**config.mk**
```make
export PLATFORM = sky130hd
export DESIGN_NAME = lsb_stego_extract_core
export DESIGN_NICKNAME = d
export VERILOG_FILES = /design/src/rtl/core/lse_pkg.sv /design/src/rtl/core/lse_extract.sv /design/src/rtl/core/lse_out_reg.sv /design/src/rtl/core/lsb_stego_extract_core.sv
export SDC_FILE = /design/constraint.sdc
export NUM_CORES = 1
export LEC_CHECK = 0
export ABC_AREA = 1
export ABC_CLOCK_PERIOD_IN_PS = 10700
export BUFFER_PORTS_ARGS = -buffer_cell sky130_fd_sc_hd__buf_4
export CAP_MARGIN = 10
export CORE_MARGIN = 4
export CORE_UTILIZATION = 55
export CTS_BUF_LIST = sky130_fd_sc_hd__clkbuf_8 sky130_fd_sc_hd__clkbuf_16
export CTS_CLUSTER_SIZE = 25
export DETAILED_ROUTE_END_ITERATION = 8
export PLACE_DENSITY = 0.74
export SLEW_MARGIN = 0
export SYNTH_ARGS = -nofsm -noshare
export SYNTH_HDL_FRONTEND = slang
export SYNTH_HIERARCHICAL = 1
export SYNTH_SLANG_ARGS = --single-unit
export TNS_END_PERCENT = 10
```
**constraint.sdc**
```tcl
create_clock -name clk -period 10.7 [get_ports clk]
set_input_delay 1.605 -clock clk [delete_from_list [all_inputs] [get_ports clk]]
set_output_delay 1.605 -clock clk [all_outputs]
set_load 0.05 [all_outputs]
```
**src/rtl/core/lse_pkg.sv**
```systemverilog
// Shared types and constants for the LSB steganography extraction core.
package lse_pkg;

  localparam int unsigned SKIP_W      = 10;
  localparam int unsigned META_GROUPS = 16;
  localparam int unsigned EXT_GROUPS  = 8;
  localparam int unsigned LEN_LAST    = 11;

  localparam logic [SKIP_W-1:0] HEADER_SKIP_RST = SKIP_W'(54);

  localparam logic [1:0] KIND_EXT     = 2'd0;
  localparam logic [1:0] KIND_LENGTH  = 2'd1;
  localparam logic [1:0] KIND_PAYLOAD = 2'd2;
  localparam logic [1:0] KIND_INVALID = 2'd3;

  typedef struct packed {
    logic [7:0] stego_byte;
    logic       frame_start;
  } lse_in_t;

  typedef struct packed {
    logic [1:0]  kind;
    logic [31:0] value;
    logic        last;
  } lse_out_t;

  typedef struct packed {
    logic     valid;
    lse_out_t word;
  } lse_res_t;

endpackage

```
**src/rtl/core/lse_extract.sv**
```systemverilog
// Extraction state and per-word decode: header skip, bit gathering, metadata, payload.
module lse_extract (
  input  logic                     clk,
  input  logic                     rst_n,
  input  logic                     accept,
  input  lse_pkg::lse_in_t         in_word,
  input  logic [lse_pkg::SKIP_W-1:0] header_skip,
  output lse_pkg::lse_res_t        res
);

  typedef enum logic [1:0] {
    PH_HEADER,
    PH_META,
    PH_PAYLOAD,
    PH_DONE
  } phase_t;

  phase_t                      phase_r, phase_nxt;
  logic [lse_pkg::SKIP_W-1:0]  hcount_r, hcount_nxt;
  logic [2:0]                  bit_idx_r, bit_idx_nxt;
  logic [7:0]                  bits_r, bits_nxt;
  logic [3:0]                  grp_idx_r, grp_idx_nxt;
  logic [31:0]                 len_r, len_nxt;
  logic [31:0]                 remain_r, remain_nxt;

  always_comb begin
    phase_t      ph;
    phase_t      ph_w;
    logic [lse_pkg::SKIP_W-1:0] hc;
    logic [2:0]  bi;
    logic [7:0]  ab;
    logic [7:0]  ab_new;
    logic [3:0]  gi;
    logic [31:0] len;
    logic [31:0] rem;
    logic [31:0] rem_dec;
    logic [31:0] len_new;
    logic        go;
    logic        ended;
    ph      = in_word.frame_start ? PH_HEADER : phase_r;
    hc      = in_word.frame_start ? '0 : hcount_r;
    bi      = in_word.frame_start ? '0 : bit_idx_r;
    ab      = in_word.frame_start ? '0 : bits_r;
    gi      = in_word.frame_start ? '0 : grp_idx_r;
    len     = in_word.frame_start ? '0 : len_r;
    rem     = in_word.frame_start ? '0 : remain_r;
    ph_w    = ph;
    go      = 1'b0;
    ended   = 1'b0;
    ab_new  = ab | (8'(in_word.stego_byte[0]) << bi);
    rem_dec = rem - 32'd1;
    len_new = len | (32'(ab_new) << {gi[1:0], 3'b000});

    phase_nxt   = ph;
    hcount_nxt  = hc;
    bit_idx_nxt = bi;
    bits_nxt    = ab;
    grp_idx_nxt = gi;
    len_nxt     = len;
    remain_nxt  = rem;
    res         = '0;

    case (ph)
      PH_HEADER: begin
        if (hc < header_skip) begin
          hcount_nxt = hc + 1'b1;
        end else begin
          go        = 1'b1;
          ph_w      = PH_META;
          phase_nxt = PH_META;
        end
      end
      PH_META, PH_PAYLOAD: go = 1'b1;
      default: go = 1'b0;
    endcase

    if (go) begin
      if (bi != 3'd7) begin
        bit_idx_nxt = bi + 3'd1;
        bits_nxt    = ab_new;
      end else begin
        bit_idx_nxt = '0;
        bits_nxt    = '0;
        if (ph_w == PH_PAYLOAD) begin
          remain_nxt     = rem_dec;
          res.valid      = 1'b1;
          res.word.kind  = lse_pkg::KIND_PAYLOAD;
          res.word.value = 32'(ab_new);
          res.word.last  = (rem_dec == '0);
          if (rem_dec == '0) begin
            phase_nxt = PH_DONE;
          end
        end else begin
          if (gi < 4'(lse_pkg::EXT_GROUPS)) begin
            res.valid      = 1'b1;
            res.word.kind  = lse_pkg::KIND_EXT;
            res.word.value = 32'(ab_new);
          end else if (gi <= 4'(lse_pkg::LEN_LAST)) begin
            len_nxt = len_new;
            if (gi == 4'(lse_pkg::LEN_LAST)) begin
              res.valid      = 1'b1;
              res.word.value = len_new;
              if (len_new[31]) begin
                res.word.kind = lse_pkg::KIND_INVALID;
                res.word.last = 1'b1;
                phase_nxt     = PH_DONE;
                ended         = 1'b1;
              end else if (len_new == '0) begin
                res.word.kind = lse_pkg::KIND_LENGTH;
                res.word.last = 1'b1;
                phase_nxt     = PH_DONE;
                ended         = 1'b1;
              end else begin
                res.word.kind = lse_pkg::KIND_LENGTH;
                remain_nxt    = len_new;
              end
            end
          end
          if (!ended) begin
            if (({1'b0, gi} + 5'd1) >= 5'(lse_pkg::META_GROUPS)) begin
              phase_nxt   = PH_PAYLOAD;
              grp_idx_nxt = '0;
            end else begin
              grp_idx_nxt = gi + 4'd1;
            end
          end
        end
      end
    end
    res.valid = res.valid & accept;
  end

  always_ff @(posedge clk) begin
    if (!rst_n) begin
      phase_r   <= PH_HEADER;
      hcount_r  <= '0;
      bit_idx_r <= '0;
      bits_r    <= '0;
      grp_idx_r <= '0;
      len_r     <= '0;
      remain_r  <= '0;
    end else if (accept) begin
      phase_r   <= phase_nxt;
      hcount_r  <= hcount_nxt;
      bit_idx_r <= bit_idx_nxt;
      bits_r    <= bits_nxt;
      grp_idx_r <= grp_idx_nxt;
      len_r     <= len_nxt;
      remain_r  <= remain_nxt;
    end
  end

endmodule

```
**src/rtl/core/lse_out_reg.sv**
```systemverilog
// Result register between the decode logic and the output channel.
module lse_out_reg (
  input  logic               clk,
  input  logic               rst_n,
  input  lse_pkg::lse_res_t  res,
  input  logic               out_stall,
  output logic               out_valid,
  output lse_pkg::lse_out_t  out_word,
  output logic               busy
);

  logic              valid_r;
  lse_pkg::lse_out_t word_r;

  // full and not drained this cycle
  assign busy      = valid_r & out_stall;
  assign out_valid = valid_r;
  assign out_word  = word_r;

  always_ff @(posedge clk) begin
    if (!rst_n) begin
      valid_r <= 1'b0;
    end else if (res.valid) begin
      valid_r <= 1'b1;
    end else if (!out_stall) begin
      valid_r <= 1'b0;
    end
  end

  always_ff @(posedge clk) begin
    if (res.valid) begin
      word_r <= res.word;
    end
  end

endmodule

```
**src/rtl/core/lsb_stego_extract_core.sv**
```systemverilog
// Top level of the LSB steganography extraction core.
//
//  port group   direction  payload              handshake
//  in_*         input      lse_in_t             in_valid / in_stall
//  out_*        output     lse_out_t            out_valid / out_stall
//  cfg_*        input      header_skip, 10 bit  cfg_wr_en
//
// One word per cycle while in_stall is low; a result appears in the cycle after its input word.
// Latency is set by the single result register after the decode logic.
// Reset is synchronous: header_skip returns to 54, all extraction state clears.
// in_stall rises only while a held result is itself stalled.
module lsb_stego_extract_core (
  input  logic                       clk,
  input  logic                       rst_n,
  input  logic                       in_valid,
  output logic                       in_stall,
  input  lse_pkg::lse_in_t           in_word,
  output logic                       out_valid,
  input  logic                       out_stall,
  output lse_pkg::lse_out_t          out_word,
  input  logic                       cfg_wr_en,
  input  logic [lse_pkg::SKIP_W-1:0] cfg_wr_data
);

  logic [lse_pkg::SKIP_W-1:0] header_skip_r;
  logic                       in_accept;
  lse_pkg::lse_res_t          res;

  assign in_accept = in_valid & ~in_stall;

  always_ff @(posedge clk) begin
    if (!rst_n) begin
      header_skip_r <= lse_pkg::HEADER_SKIP_RST;
    end else if (cfg_wr_en) begin
      header_skip_r <= cfg_wr_data;
    end
  end

  lse_extract u_extract (
    .clk         (clk),
    .rst_n       (rst_n),
    .accept      (in_accept),
    .in_word     (in_word),
    .header_skip (header_skip_r),
    .res         (res)
  );

  lse_out_reg u_out_reg (
    .clk       (clk),
    .rst_n     (rst_n),
    .res       (res),
    .out_stall (out_stall),
    .out_valid (out_valid),
    .out_word  (out_word),
    .busy      (in_stall)
  );

  a_no_stall_when_empty: assert property (@(posedge clk) disable iff (!rst_n)
    !out_valid |-> !in_stall)
    else $error("input stalled with empty result register");

  a_result_lands: assert property (@(posedge clk) disable iff (!rst_n)
    res.valid |=> out_valid && out_word == $past(res.word))
    else $error("decoded result not captured");

  a_ext_not_last: assert property (@(posedge clk) disable iff (!rst_n)
    out_valid && out_word.kind == lse_pkg::KIND_EXT |-> !out_word.last)
    else $error("extension word marked last");

  a_invalid_len: assert property (@(posedge clk) disable iff (!rst_n)
    out_valid && out_word.kind == lse_pkg::KIND_INVALID
      |-> out_word.value[31] && out_word.last)
    else $error("invalid length word malformed");

endmodule
```
* Word level (Yosys, flattened, before mapping)
Cells that the tools add are included.
Storage, ports and cells: bits in registers 137, latch bits 0, bits in writable memories 0, ROM bits 0, output and inout bits 37, word-level logic and storage cells 110, memories kept 0
Cells by class: add/sub/neg operators 5, $mul 0, div/mod/pow operators 0, magnitude comparators 4, eq/ne operators 6, shift operators 2, muxes and demuxes 64, bitwise gates (word level) 9, reduce and logical (&&, ||, !) cells 6
Operators by type and width (count):
- $mux 32 | 15
- $mux 36 | 5
- $logic_not 32->1 | 2
- $mux 35 | 1
- $or 32x32->32 | 1
- $shl 8x5->32 | 1
- $sub 32x1->32 const B | 1
- $mux 10 | 3
- $mux 2 | 15
- $mux 4 | 6
- $mux 8 | 3
- $mux 1 | 12
- $add 10x1->10 const B | 1
- $lt 10x10->1 | 1
- $mux 3 | 3
- $or 8x8->8 | 1
- $shl 1x3->8 | 1
- $reduce_or 6->1 | 1
- $add 4x1->5 const B | 1
- $ge 5x5->1 const B | 1
- $add 4x1->4 const B | 1
- $eq 2x2->1 const B | 2
- $eq 4x4->1 const B | 1
- $le 4x4->1 const B | 1
- 10 further kinds | 16

* Longest topological paths before layout
Gate-level depths: netlist (run 1).
word-level depth 18, mapped depth 24, gate-level depth less buffers 21

* Cells and area by module
Netlist (run 1), hierarchy kept.
By module, submodules not included:
- lse_extract | times used 1, cells each 1249, area an instance 7528.5 um^2
- lse_out_reg | times used 1, cells each 41, area an instance 1094.8 um^2
- lsb_stego_extract_core | times used 1, cells each 58, area an instance 405.4 um^2

* Least setup slack after synthesis (run 1)
Ideal clock, no wire load.
kind input to register, start point input in_word[0] (netlist name), end point register u_out_reg.word_r (netlist bit u_out_reg/out_word[0]) (enable), arrival 5.732 ns, data required time 10.260 ns, setup slack 4.528 ns, stages 17, path buffers 5, cells stage by stage buf_6 buf_2 buf_1 nor2_1 ha_1 nand2_1 nor4_1 o21ai_0 nand2_1 nand2_1 a21oi_1 nand2_1 nor2_1 inv_1 buf_2 clkbuf_1 a21oi_1
RTL lines:
- start, declared | RTL line lsb_stego_extract_core.sv:17 | input lse_pkg::lse_in_t in_word,
- end signal, assigned | RTL line lse_out_reg.sv:32 | word_r <= res.word;
- end, declared | RTL line lse_out_reg.sv:13 | lse_pkg::lse_out_t word_r;

==> summary.md, run 1 <==
| Metric | Value |
|---|---|
| Initial antenna violation count | 0 |
| Avg Cell Area, Syn | 6.70 um^2 |
| Post-route clock period utilization | 0.570 |
| Cell Pwr Density | 116 mW/mm^2 |
| Least-Margin Pin Slew | 1.15 ns |
| IO buf count | 53 |
| CP required | 10.74 ns |
| CTS Buffer Depth | 2 |
| IO Count | 61 |
| Post-synth top flop | dfxtp_1 |
| Startpoint types | input port |
| Synth unique cells | 47 |
| Initial core utilization | 0.564 |
| First-pass GRT wire length | 39.2 mm |
| Hold Path Class | register to register |
| Non-Filler Instances | 1585 |
| P_leak | 4.67 nW |
| Vias | 8844 |
| Setup-failing EPs final | 0 |
| Vias in the first global route | 8008 |
| Pre-CTS WS | 4.21 ns |
| Vias per cell | 5.58 |
| Largest net degree at the start of global routing | 75 |
| DR pass1 iterations | 5 |
| Routing usage on met2 | 0.423 |
| Min setup slack post-route | 4.60 ns |
| Minimum clock period after layout | 6.10 ns |
| Worst-Skew Late Latency | 0.43 ns |
| Slew Limit Fails | 0 |
| Cell taking the most area after synthesis | dfxtp_1 |
| Critical-path cell list | buf_4 -> inv_4 -> nand2_1 -> inv_1 -> ha_1 -> nand2_1 -> nor4_1 -> o21ai_0 -> nand2_1 -> nand2_1 -> a21oi_1 -> nand2_1 -> nor2_1 -> inv_1 -> buf_4 -> a21oi_4 |
| Post-route clock skew | 0.00977 ns |
| Width of the die | 136 um |
| Most common cell in the netlist | nand2_1 |
| Worst path bufs/invs | 5 |
| Synth Net Count | 1388 |
| GRT busiest layer | met2 |
| Setup crit end kind | register |
| Fill cells | 1506 |
| CP peak stage delay | 0.94 ns |
| Total CTS buffers | 17 |
| Detailed Place HPWL | 16.2 mm |
| Routed WL per cell | 15.4 um |
| Cell row count | 46 |
| Sum Neg Setup Slack | 0 ns |
| Hold Slack | 0.460 ns |
| Slowest stage cell, crit path | a21oi_4 |
| Drt initial violations | 893 |
| Peak fanout along the critical path | 74 |
| Fraction of layout cells with a size suffix above 1 | 0.136 |
| Core area | 0.0160 mm^2 |
| Synthesized instance count | 1348 |
| Outcome | complete, no violations |
| Postcts setup bufs | 0 |
| Switching power | 0.000271 W |
| Placed cells | 1553 |
| Placed cell area | 0.00940 mm^2 |
| CP arrival | 6.13 ns |
| Seq/Total Area, Yosys | 0.343 |
| Mapped Area | 0.00903 mm^2 |
| Post-synthesis register bit count | 137 |
| Clock transition at path regs | 0.06 ns |
| Die Footprint | 0.0185 mm^2 |
| P_int | 0.000887 W |
| Share of the synthesized area in the top cell type | 0.226 |
| Max cap viols | 0 |
| Fmax | 164 MHz |
| H-tree depth | 4 |
| Fin area | 0.00996 mm^2 |
| Yosys warns | 6 |
| Hold Fails Final Rpt | 0 |
| Post-CTS Hold Buffers | 0 |
| DRC Markers | 0 |
| GR Util All Layers | 0.263 |
| Routability Congestion | 0.951 |
| Total congestion overflow | 0 |
| Asr flop ratio synth | 0 |
| Logic pwr share | 0.051 |
| Total Wirelength | 24.4 mm |
| Die Y | 136 um |
| TritonCTS clock tree | yes |
| RSZ-0062 raised after global routing | false |
| Top post-synthesis cells by area | dfxtp_1 (23%), nand2_1 (14%), edfxtp_1 (12%), a21oi_1 (7.9%), nor2_1 (5.7%) |
| Area Growth Syn to Fin | 10.3% |
| Post-synth EDFFs | 35 |
| Met3 GRT Util | 0.0518 |
| Sw Share | 0.234 |
| Power share of the clock group | 0.488 |
| Flop pwr share | 0.461 |
| Diodes inserted | 0 |
| Met1 usage | 0.352 |
| # nets final | 1396 |
| CTS resizes | 0 |
| Critical path class | input port to register |
| CTS root buf | clkbuf_16 |
| Sink Count | 137 |
| Critical path's top delay family | simple AND/OR/NAND/NOR gates |
| Relative slew slack | 0.235 |
| Peak VDD IR | 118 uV |
| ANT nets after route | 0 |
| Top cells by count, synth | nand2_1 (333), a21oi_1 (142), nor2_1 (136) |
| Top cell by count, worst path | nand2_1 |
-- kinds of logic (layout without fill, tap and decap cells) --
logic type / Yosys count / count (layout) / share of synthesized area
adder cells (fa/ha/maj): 16 / 16 / 0.0222
AO/OA/AOI/OAI: 245 / 245 / 0.144
flip-flops: 137 / 137 / 0.343
AND/OR/NAND/NOR: 698 / 698 / 0.359
XOR/XNOR: 23 / 23 / 0.0223
buffers and inverters: 229 / 250 / 0.109
-- routing by layer --
| metal | vias to the layer above | share of wire |
|---|---|---|
| li1 | 4411 | - |
| met1 | 4063 | 0.44 |
| met2 | 317 | 0.46 |
| met3 | 53 | 0.074 |
| met4 | 0 | 0.030 |
| met5 | - | 0 |
-- worst reg2reg max path, cell delays in order (launching register included) --
cell and delay, ns:
dfxtp_1 0.29, inv_1 0.08, nor2_1 0.09, ha_1 0.30, nand2_1 0.07, nor4_1 0.24, o21ai_0 0.18, nand2_1 0.09
nand2_1 0.08, a21oi_1 0.19, nand2_1 0.39, nor2_1 0.48, inv_1 0.08, buf_4 0.33, a21oi_4 0.95
-- worst paths after layout --
check / start / endpoint / slack [ns] / depth (start not counted)
worst max register to register: u_extract/hcount_r[6]$_SDFFE_PN0P_ / u_out_reg/out_word[2]$_DFFE_PP_ / 6.45 / 14
worst min-delay path: header_skip_r[2]$_SDFFE_PN1P_ / header_skip_r[2]$_SDFFE_PN1P_ / 0.46 / 2
worst min register to register: header_skip_r[2]$_SDFFE_PN1P_ / header_skip_r[2]$_SDFFE_PN1P_ / 0.46 / 2
worst max-delay path: in_word[0] / u_out_reg/out_word[2]$_DFFE_PP_ / 4.60 / 16
-- sequential cells by signal (all words and copies together), names as in the netlist, 2 cells and up --
name	count
header_skip_r	10
u_extract/bit_idx_r	3
u_extract/bits_r	8
u_extract/grp_idx_r	4
u_extract/hcount_r	10
u_extract/len_r	32
u_extract/phase_r	2
u_extract/remain_r	32
u_out_reg/out_word	35
-- stage by stage --
step                 util  total power, W
finish              0.623         0.00116
global route        0.623         0.00120
CTS                 0.623         0.00116
detailed placement  0.587        0.000604
global placement    0.587        0.000603
floorplan               -        0.000591
-- cell usage in the layout, fill, tap and decap left out, types with 3 or more instances in the layout --
cell | synthesis | final
nor3_2 | 3 | 3
o21ai_1 | 20 | 20
clkinv_2 | 0 | 5
nand3_1 | 94 | 94
nand2_4 | 9 | 9
ha_1 | 16 | 16
nand4_1 | 37 | 37
nand2_1 | 333 | 332
clkinvlp_4 | 0 | 3
o22ai_1 | 5 | 5
a21oi_2 | 3 | 3
o21ai_2 | 3 | 3
inv_2 | 15 | 16
nand3_2 | 3 | 3
edfxtp_1 | 35 | 35
o21ai_0 | 58 | 58
clkbuf_16 | 0 | 17
nand2_2 | 22 | 23
inv_1 | 135 | 136
o211ai_1 | 5 | 5
nor2_2 | 10 | 13
a31oi_1 | 3 | 3
nor3_1 | 13 | 13
nor2_4 | 9 | 9
dfxtp_1 | 102 | 102
buf_4 | 2 | 64
a21oi_1 | 142 | 141
nor4_1 | 3 | 3
nand3b_1 | 18 | 18
clkinv_1 | 2 | 3
nor2_1 | 136 | 133
xor2_1 | 21 | 21
-- layout make-up --
| class | count | area, um^2 | area share |
|---|---|---|---|
| multi-input combinational | 982 | 4970 | 0.499 |
| inverter | 154 | 583 | 0.0585 |
| tap | 216 | 270 | 0.0271 |
| clock inverter | 15 | 136 | 0.0137 |
| timing repair buffer | 64 | 480 | 0.0482 |
| sequential | 137 | 3090 | 0.311 |
| clock buffer | 17 | 425 | 0.0427 |
-- power by group through the flow --
stage | clock (W) | combinational, W | sequential [W]
floorplan | 0 | 0.0000458 | 0.000545
global placement | 0 | 0.0000575 | 0.000545
detailed placement | 0 | 0.0000584 | 0.000545
CTS | 0.000571 | 0.0000587 | 0.000534
global route | 0.000597 | 0.0000658 | 0.000534
finish | 0.000565 | 0.0000590 | 0.000534
Note: power is estimated with default switching activity, not from simulation.
==> inputs of run 2 (changes only) <==
Settings changed: ABC_CLOCK_PERIOD_IN_PS 10700 to 5600, PLACE_DENSITY 0.74 to 0.76.
Clock period 10.7 ns to 5.6 ns, I/O delays scaled along.
==> run 2 against run 1 <==
Effect of this change:
- non-clock buffer count grew 6
- global-route usage grew 0.60 points
- largest power group unchanged
- critical endpoint is now u_extract/remain_r[5]$_SDFFE_PN0P_
- worst setup slack lost 3.4 ns
- die area is the same
- highest routed layer unchanged
- largest cell class unchanged
- count of clock-buffer cells in the layout grew 2
- critical path depth is the same
- sequential cell count is the same
==> summary.md, run 2 (synthesis results as in run 1) <==
| Metric | Value |
|---|---|
| WHS Path Cells | 2 (unchanged) |
| Pre-CTS WS | 1.01 ns (-3.20 ns) |
| Sum Neg Setup Slack | 0 ns (unchanged) |
| H-tree depth | 4 (unchanged) |
| Max cap viols | 0 (unchanged) |
| Vias per cell | 5.61 (+0.51%) |
| CTS Buffer Depth | 2 (unchanged) |
| CTS resizes | 0 (unchanged) |
| CP arrival | 4.66 ns (-1.47 ns) |
| Fmax | 228 MHz |
| DR pass1 iterations | 5 (unchanged) |
| Post-route clock period utilization | 0.784 |
| Peak fanout along the critical path | 46 (-38%) |
| Total Wirelength | 24.6 mm (+0.78%) |
| Detailed Place HPWL | 16.5 mm (+1.7%) |
| Slew Limit Fails | 0 (unchanged) |
| WHS Endpoint | header_skip_r[1]$_SDFFE_PN1P_ |
| FF/Latch Area | 0.00309 mm^2 (unchanged) |
| Reg-to-reg setup timing slack | 2.00 ns (-4.45 ns) |
| Routability Congestion | 0.940 (-1.2%) |
| Vias in the first global route | 8086 (+0.97%) |
| Commonest cells after routing, fill and taps aside | nand2_1 (332), a21oi_1 (141), inv_1 (134) |
| Min setup slack post-route | 1.21 ns (-3.39 ns) |
| P_leak | 4.70 nW (+0.67%) |
| Largest net degree at the start of global routing | 58 (-23%) |
| Post-CTS Hold Buffers | 0 (unchanged) |
| Least-Margin Pin Slew | 1.00 ns (-0.145 ns) |
| Die Y | 136 um (unchanged) |
| Cell Pwr Density | 225 mW/mm^2 (+94%) |
| Critical path class | input port to register |
| Relative slew slack | 0.331 (+0.0957) |
| Core area | 0.0160 mm^2 (unchanged) |
| Postcts setup bufs | 0 (unchanged) |
| Sink Count | 137 (unchanged) |
| Hold Fails Final Rpt | 0 (unchanged) |
| Initial core utilization | 0.564 (unchanged) |
| Post-route clock skew | 0.00849 ns (-0.00128 ns) |
| First-pass GRT wire length | 39.9 mm (+1.7%) |
| Setup crit end kind | register |
| Non-Filler Instances | 1591 (+0.38%) |
| IO Count | 61 (unchanged) |
| RSZ-0062 raised after global routing | false |
| Setup-failing EPs final | 0 (unchanged) |
| Total congestion overflow | 0 (unchanged) |
| Max reg flops | 35 (unchanged) |
| Fill cells | 1550 (+2.9%) |
| Placed cells | 1559 (+0.39%) |
| Outcome | complete, no violations |
| Worst reg2reg path depth | 12 (-2) |
| DRC Markers | 0 (unchanged) |
| Total CTS buffers | 17 (unchanged) |
| Hold_sp | header_skip_r[1]$_SDFFE_PN1P_ |
| Clock transition at path regs | 0.06 ns (about the same) |
| Hold Path Class | register to register |
| Total chip power | 0.00226 W (+95%) |
| Cell row count | 46 (unchanged) |
| R2R Path End | u_extract/remain_r[5]$_SDFFE_PN0P_ |
| Vias | 8923 (+0.89%) |
| TritonCTS clock tree | yes |
| Die Footprint | 0.0185 mm^2 (unchanged) |
| Initial antenna violation count | 0 (unchanged) |
| Width of the die | 136 um (unchanged) |
| CP required | 5.87 ns (-4.87 ns) |
| Commonest non-fill, non-tap cell in the layout | nand2_1 |
| CTS root buf | clkbuf_16 |
| Hold Slack | 0.463 ns (+0.00214 ns) |
| IO buf count | 53 (unchanged) |
| GR Util All Layers | 0.269 (+0.00595) |
| Minimum clock period after layout | 4.39 ns |
| Area occupied by multi-input gates | 0.00497 mm^2 (unchanged) |
| Routed WL per cell | 15.4 um (+0.40%) |
| Drt initial violations | 999 (+12%) |
| Fraction of layout cells with a size suffix above 1 | 0.142 (+0.00595) |
| # nets final | 1402 (+0.43%) |
| Area Growth Syn to Fin | 11.2% |
| Worst-Skew Late Latency | 0.42 ns (about the same) |
| ANT nets after route | 0 (unchanged) |
| Peak VDD IR | 238 uV (+100%) |
| Startpoint types | input port |
| Diodes inserted | 0 (unchanged) |
| Reg2reg start | u_extract/grp_idx_r[3]$_SDFFE_PN0P_ |
-- run 2: cell count changes in the layout (fill, tap and decap cells not counted) --
cell	change
inv_6	+1
inv_1	-2
clkbuf_8	+2
buf_4	+6
clkinv_4	+2
clkinv_1	-1
clkinvlp_4	+1
clkinv_2	-3
-- run 2: worst max path at each step --
stage / cells after the start / from / end / slack [ns]
floorplan: 17 / in_word[0] / u_out_reg/out_word[0]$_DFFE_PP_ / 0.19
global placement: 17 / in_word[0] / u_extract/remain_r[11]$_SDFFE_PN0P_ / 1.04
detailed placement: 16 / in_word[0] / u_extract/remain_r[5]$_SDFFE_PN0P_ / 1.01
CTS: 16 / in_word[0] / u_extract/remain_r[5]$_SDFFE_PN0P_ / 1.40
global route: 17 / in_word[0] / u_extract/remain_r[11]$_SDFFE_PN0P_ / 0.98
finish: 16 / in_word[0] / u_extract/remain_r[5]$_SDFFE_PN0P_ / 1.21
-- run 2: stage by stage --
step	utilization	area, um^2
finish	0.628	10000
global route	0.628	10000
floorplan	-	9030
global placement	0.590	9440
CTS	0.628	10000
detailed placement	0.590	9440
-- run 2: worst max-delay path, stage by stage --
cell,delay (ns)
buf_4,0.23
inv_4,0.08
buf_4,0.45
nand2_1,0.21
nor2_1,0.80
nand2_1,0.22
nand2_1,0.18
nor2_1,0.07
nand4_1,0.10
nor2_1,0.07
nand2_2,0.19
nand3_4,0.44
inv_2,0.37
a21oi_1,0.11
o21ai_1,0.15
a21oi_1,0.09
-- run 2: layout make-up --
type                       instances  share of cell area
multi-input combinational        982               0.495
tap                              216              0.0269
clock buffer                      19              0.0451
timing repair buffer              70              0.0523
clock inverter                    13              0.0143
sequential                       137               0.308
inverter                         154              0.0581
-- run 2: power by group --
group          leakage [nW]  internal [W]  switching, W
sequential             1.23       0.00102    0.00000361
combinational          3.19     0.0000321     0.0000820
clock                 0.282      0.000682      0.000443
-- run 2: per-layer routing --
metal / up-vias / GRT usage / routed length, um
met5: - / 0 / 0
met4: 0 / 0.130 / 880
met3: 54 / 0.0537 / 1960
met2: 372 / 0.428 / 11400
met1: 4074 / 0.351 / 10300
li1: 4423 / - / -
